--- src/hw/rtl/ptr_pkg.sv ---
package ptr_pkg;

   localparam int CELLS      = 4096;
   localparam int FRAC_BITS  = 16;
   localparam int CELL_W     = 12;
   localparam int SAMPLE_W   = 32;
   localparam int VALUE_W    = 64;
   localparam int MEAN_W     = 48;
   localparam int CNT_W      = 16;
   localparam int MODE_W     = 3;
   localparam int CMD_W      = 2;
   localparam int ADDR_W     = (CELLS > 1) ? $clog2(CELLS) : 1;
   localparam int REC_W      = VALUE_W + MEAN_W + CNT_W + 1;
   localparam int REQ_DATA_W = 48;
   localparam int REQ_USER_W = 3;
   localparam int RSP_DATA_W = 80;
   localparam int RSP_USER_W = 2;
   localparam logic [MODE_W-1:0] MODE_RESET = 3'd3;

   typedef enum logic [CMD_W-1:0] {
      CMD_CLEAR = 2'd0,
      CMD_ACCUM = 2'd1,
      CMD_FINAL = 2'd2
   } cmd_type;

   typedef enum logic [MODE_W-1:0] {
      MODE_MIN  = 3'd0,
      MODE_MAX  = 3'd1,
      MODE_MEAN = 3'd2,
      MODE_SUM  = 3'd3,
      MODE_CNT  = 3'd4,
      MODE_PROD = 3'd5,
      MODE_VAR  = 3'd6,
      MODE_SD   = 3'd7
   } mode_type;

   typedef enum logic [3:0] {
      S_IDLE,
      S_LOAD,
      S_CLEAR,
      S_ACC,
      S_MUL_PROD,
      S_DIV_MEAN,
      S_MUL_DEV,
      S_WRITE,
      S_FIN,
      S_DIV_FIN,
      S_SQRT,
      S_EMIT
   } state_type;

   typedef enum logic [3:0] {
      OP_NONE,
      OP_LATCH,
      OP_LOAD,
      OP_CLEAR,
      OP_SIMPLE,
      OP_MUL_P,
      OP_PROD_END,
      OP_DIV_D,
      OP_MEAN,
      OP_WEL_END,
      OP_WRITE,
      OP_DIV_N,
      OP_DIV_N1,
      OP_SQRT,
      OP_RES_PLAIN,
      OP_RES_DIV
   } op_type;

   typedef struct packed {
      op_type op;
      logic   res_sqrt;
      logic   emit;
   } dp_cmd_type;

   typedef struct packed {
      cmd_type  cmd;
      mode_type mode;
      logic     cell_ok;
      logic     sample_valid;
      logic     cnt_zero;
      logic     cnt_le1;
      logic     unit_busy;
      logic     rsp_busy;
   } dp_sts_type;

endpackage

--- src/hw/rtl/ptr_ctrl.sv ---
module ptr_ctrl (
   input  logic                 clock,
   input  logic                 reset,
   input  logic                 req_tvalid,
   output logic                 req_tready,
   output ptr_pkg::dp_cmd_type  dp_cmd,
   input  ptr_pkg::dp_sts_type  dp_sts
);

   ptr_pkg::state_type state_ff, state_in;

   always_ff @(posedge clock) begin
      if (reset) begin
         state_ff <= ptr_pkg::S_IDLE;
      end else begin
         state_ff <= state_in;
      end
   end

   always_comb begin
      state_in        = state_ff;
      req_tready      = 1'b0;
      dp_cmd.op       = ptr_pkg::OP_NONE;
      dp_cmd.res_sqrt = 1'b0;
      dp_cmd.emit     = 1'b0;
      case (state_ff)
         ptr_pkg::S_IDLE: begin
            req_tready = 1'b1;
            if (req_tvalid) begin
               dp_cmd.op = ptr_pkg::OP_LATCH;
               state_in  = ptr_pkg::S_LOAD;
            end
         end
         ptr_pkg::S_LOAD: begin
            dp_cmd.op = ptr_pkg::OP_LOAD;
            state_in  = ptr_pkg::S_IDLE;
            if (dp_sts.cell_ok) begin
               case (dp_sts.cmd)
                  ptr_pkg::CMD_CLEAR: state_in = ptr_pkg::S_CLEAR;
                  ptr_pkg::CMD_ACCUM: begin
                     if (dp_sts.sample_valid) state_in = ptr_pkg::S_ACC;
                  end
                  ptr_pkg::CMD_FINAL: state_in = ptr_pkg::S_FIN;
                  default:            state_in = ptr_pkg::S_IDLE;
               endcase
            end
         end
         ptr_pkg::S_CLEAR: begin
            dp_cmd.op = ptr_pkg::OP_CLEAR;
            state_in  = ptr_pkg::S_IDLE;
         end
         ptr_pkg::S_ACC: begin
            case (dp_sts.mode)
               ptr_pkg::MODE_PROD: begin
                  dp_cmd.op = ptr_pkg::OP_MUL_P;
                  state_in  = ptr_pkg::S_MUL_PROD;
               end
               ptr_pkg::MODE_VAR, ptr_pkg::MODE_SD: begin
                  dp_cmd.op = ptr_pkg::OP_DIV_D;
                  state_in  = ptr_pkg::S_DIV_MEAN;
               end
               default: begin
                  dp_cmd.op = ptr_pkg::OP_SIMPLE;
                  state_in  = ptr_pkg::S_WRITE;
               end
            endcase
         end
         ptr_pkg::S_MUL_PROD: begin
            if (!dp_sts.unit_busy) begin
               dp_cmd.op = ptr_pkg::OP_PROD_END;
               state_in  = ptr_pkg::S_WRITE;
            end
         end
         ptr_pkg::S_DIV_MEAN: begin
            if (!dp_sts.unit_busy) begin
               dp_cmd.op = ptr_pkg::OP_MEAN;
               state_in  = ptr_pkg::S_MUL_DEV;
            end
         end
         ptr_pkg::S_MUL_DEV: begin
            if (!dp_sts.unit_busy) begin
               dp_cmd.op = ptr_pkg::OP_WEL_END;
               state_in  = ptr_pkg::S_WRITE;
            end
         end
         ptr_pkg::S_WRITE: begin
            dp_cmd.op = ptr_pkg::OP_WRITE;
            state_in  = ptr_pkg::S_IDLE;
         end
         ptr_pkg::S_FIN: begin
            dp_cmd.op = ptr_pkg::OP_RES_PLAIN;
            state_in  = ptr_pkg::S_EMIT;
            case (dp_sts.mode)
               ptr_pkg::MODE_MEAN: begin
                  if (!dp_sts.cnt_zero) begin
                     dp_cmd.op = ptr_pkg::OP_DIV_N;
                     state_in  = ptr_pkg::S_DIV_FIN;
                  end
               end
               ptr_pkg::MODE_VAR, ptr_pkg::MODE_SD: begin
                  if (!dp_sts.cnt_le1) begin
                     dp_cmd.op = ptr_pkg::OP_DIV_N1;
                     state_in  = ptr_pkg::S_DIV_FIN;
                  end
               end
               default: begin
               end
            endcase
         end
         ptr_pkg::S_DIV_FIN: begin
            if (!dp_sts.unit_busy) begin
               if (dp_sts.mode == ptr_pkg::MODE_SD) begin
                  dp_cmd.op = ptr_pkg::OP_SQRT;
                  state_in  = ptr_pkg::S_SQRT;
               end else begin
                  dp_cmd.op = ptr_pkg::OP_RES_DIV;
                  state_in  = ptr_pkg::S_EMIT;
               end
            end
         end
         ptr_pkg::S_SQRT: begin
            if (!dp_sts.unit_busy) begin
               dp_cmd.res_sqrt = 1'b1;
               state_in        = ptr_pkg::S_EMIT;
            end
         end
         ptr_pkg::S_EMIT: begin
            if (!dp_sts.rsp_busy) begin
               dp_cmd.emit = 1'b1;
               state_in    = ptr_pkg::S_IDLE;
            end
         end
         default: begin
            state_in = ptr_pkg::S_IDLE;
         end
      endcase
   end

endmodule

--- config.mk ---
export PLATFORM = sky130hd
export DESIGN_NAME = ptr_ctrl
export DESIGN_NICKNAME = d
export VERILOG_FILES = /design/src/hw/rtl/ptr_pkg.sv /design/src/hw/rtl/ptr_ctrl.sv
export SDC_FILE = /design/constraint.sdc
export NUM_CORES = 1
export LEC_CHECK = 0
export BUFFER_PORTS_ARGS = -buffer_cell sky130_fd_sc_hd__buf_2
export CELL_PAD_IN_SITES_DETAIL_PLACEMENT = 1
export CELL_PAD_IN_SITES_GLOBAL_PLACEMENT = 1
export CORE_MARGIN = 4
export CORE_UTILIZATION = 35
export DETAILED_ROUTE_END_ITERATION = 10
export PLACE_DENSITY_LB_ADDON = 0.1
export REMOVE_ABC_BUFFERS = 1
export SLEW_MARGIN = 15
export SYNTH_ARGS = -nofsm -noshare
export SYNTH_HDL_FRONTEND = slang
export SYNTH_SLANG_ARGS = --single-unit
--- constraint.sdc ---
create_clock -name clock -period 3.3 [get_ports clock]
set_input_delay 0.165 -clock clock [delete_from_list [all_inputs] [get_ports clock]]
set_output_delay 0.165 -clock clock [all_outputs]
set_load 0.01 [all_outputs]
==> metrics <==
nets 119; Cell Area, Synth 584.3 um2; starting density of the core between 30 and 40%; initial antenna violation count 0; share of layout cells above drive strength 1 31.07%; Final Instance Count excl. Fillers 119; number of synthesized flops with an enable pin 0; P&R area growth vs syn 18.20%; GRT Total Usage 15.69%; Design Area, Final 690.7 um2; fmax around 470 MHz; PortBufs 20; I/O pin cnt 21; endpoint class of the critical path primary output; wire per inst 15.87 um; Netlist cell types 40; final-report setup violation count 0; Top reg by flops state_ff; Post-DP HPWL 1414 um; R2R Path Start state_ff[0]$_SDFFE_PP0P_; Worst EP arrival just under 2000 ps; min-delay src reset; status finished clean; Num CTS Buffers 3; GR Util met1 20.26%; Final Hold Vio Count 0; Core Footprint 0.001541 mm2; Min Hold Slack 169.0 ps; most common cell in the netlist nand2_1; syn avg cell area 6.716 um2; die width 48.86 um; max FFs per register 4; CTS tree done; clock transition at the registers of the reported paths about 30 ps; Final Skew ~3.6 ps; Period minus WS final 2142 ps; Post-CTS Setup Bufs 0; first-pass GRT wire length between 3000 and 4000 um; Antenna diodes 0; routability cong. 0.8179; Slew HR 50.44%; Post-synth top cells nand2_1 (10), a21oi_1 (8), nor2_1 (6); top cell type by total area after synthesis dfxtp_1; setup_tns 0 ps; total power 330.1 uW; die height 48.86 um; Routed Antenna Nets 0; H-Tree Depth 1; register area share after synthesis a little over an eighth; Critical Path Source Type register; HP Class input pin to register; Lkg Pwr ~0.00028 uW; # DRC 0; hold-fix buffer count after cts 0; die area 0.002387 mm2; vias per inst approximately 6.2; Std-Cell Rows 14; Synth Instances 87; Top FF cell, synth dfxtp_1; maximum vdd ir drop 0.0002024 V; vias in the first global route 663; Remaining Overflow, GRT 0; Area contributors post-synth dfxtp_1 (14%), a21oi_1 (6.9%), nand2_1 (6.4%), o32ai_1 (4.5%), a31oi_1 (4.3%); RSZ-0062 raised after global routing false; worst-margin pin slew 742.4 ps; Detailed Routing Iterations Pass 1 3; cts repair resizes 0; Routed Wire Length 1888 um; Seq cells post-synth 4; Critical Path RT 3130 ps; Root Buffer clkbuf_4; critical path launch point state_ff[3]$_SDFFE_PP0P_; area fraction of the dominant cell type after synthesis a little over an eighth; met2 Resource Use GR 25.87%; Post-synth ARST share 0%; YS warnings 0; dpl cells ~120; Max Slew Vio Count 0; CTS sink cnt 4; PD cells 477.9 mW/mm2; Skew-Pair Late Insertion Delay 230 ps; via count 740; clock buffer depth 2; Final period util approximately two thirds; GR Layer Usage met3 under 10%; Filler cells 219; Max-cap violations 0; Top Registers state_ff: 4 flops; initial drt markers 16; Setup CP Type register to primary output; grt peak-use layer met2; area post-placement 668.1 um2; Max FO, Critical Path 23; largest net degree at the start of global routing 24
==> worst max-delay path: stages, from the launching register on <==
cell and delay [ps]:
dfxtp_1 790, nor2b_1 290, o21ai_1 110, a21oi_1 150, a31oi_1 70, o221ai_1 170, buf_2 170
==> per-stage QoR <==
stage          utilization, %  setup WS (ps)
6_report                44.81           1158
3_3_place_gp            43.34           1444
2_1_floorplan               -           1724
3_5_place_dp            43.34           1405
5_1_grt                 44.81          949.9
4_1_cts                 44.81           1162
==> cells by family after synthesis <==
| logic type | after synthesis | synth area share (%) |
|---|---|---|
| buffers and inverters | 11 | 8.778 |
| and+or+nand+nor | 35 | 31.91 |
| AOI/OAI and AO/OA | 36 | 44.11 |
| xor gates and xnor gates | 1 | 1.499 |
| DFF | 4 | 13.71 |
==> placed cells by master, fill, tap and decap left out, drive strengths merged, types with 3 or more instances in the layout <==
| cell type | Yosys | layout |
|---|---|---|
| buf | 4 | 20 |
| nand2 | 10 | 10 |
| a21oi | 10 | 10 |
| nor2 | 6 | 6 |
| a31oi | 4 | 4 |
| dfxtp | 4 | 4 |
| inv | 4 | 4 |
| o21ai | 4 | 4 |
| nor4 | 3 | 3 |
| nand2b | 3 | 3 |
| nor3 | 3 | 3 |
| o32ai | 3 | 3 |
| clkbuf | 3 | 3 |
| o211ai | 3 | 3 |
==> path summary, 6_finish.rpt <==
kind         slack [ps]                  endpoint  depth (start not counted)
max reg2reg        1450  state_ff[0]$_SDFFE_PP0P_                          4
min reg2reg         840  state_ff[1]$_SDFFE_PP0P_                          2
min                 170  state_ff[3]$_SDFFE_PP0P_                          2
max                1160                 dp_cmd[3]                          6
==> layer usage <==
| layer | vias to the layer above | share of wire, % |
|---|---|---|
| li1 | 371 | - |
| met1 | 356 | 49 |
| met2 | 13 | 48 |
| met3 | 0 | 3.3 |
| met4 | 0 | 0 |
| met5 | - | 0 |
==> layout make-up <==
cell class	count	area, um2	area share [%]
multi-input combinational	72	452.9	65.58
timing repair buffer	20	100.1	14.49
sequential	4	80.08	11.59
clock buffer	3	22.52	3.261
tap	16	20.02	2.899
inverter	4	15.01	2.174
==> report_power, final <==
part	internal, uW	leakage (uW)	switching [uW]
combinational	75.3	0.000229	98.0
sequential	56.0	0.0000326	41.1
clock	40.6	0.0000138	19.1
Note: power is estimated with default switching activity, not from simulation.
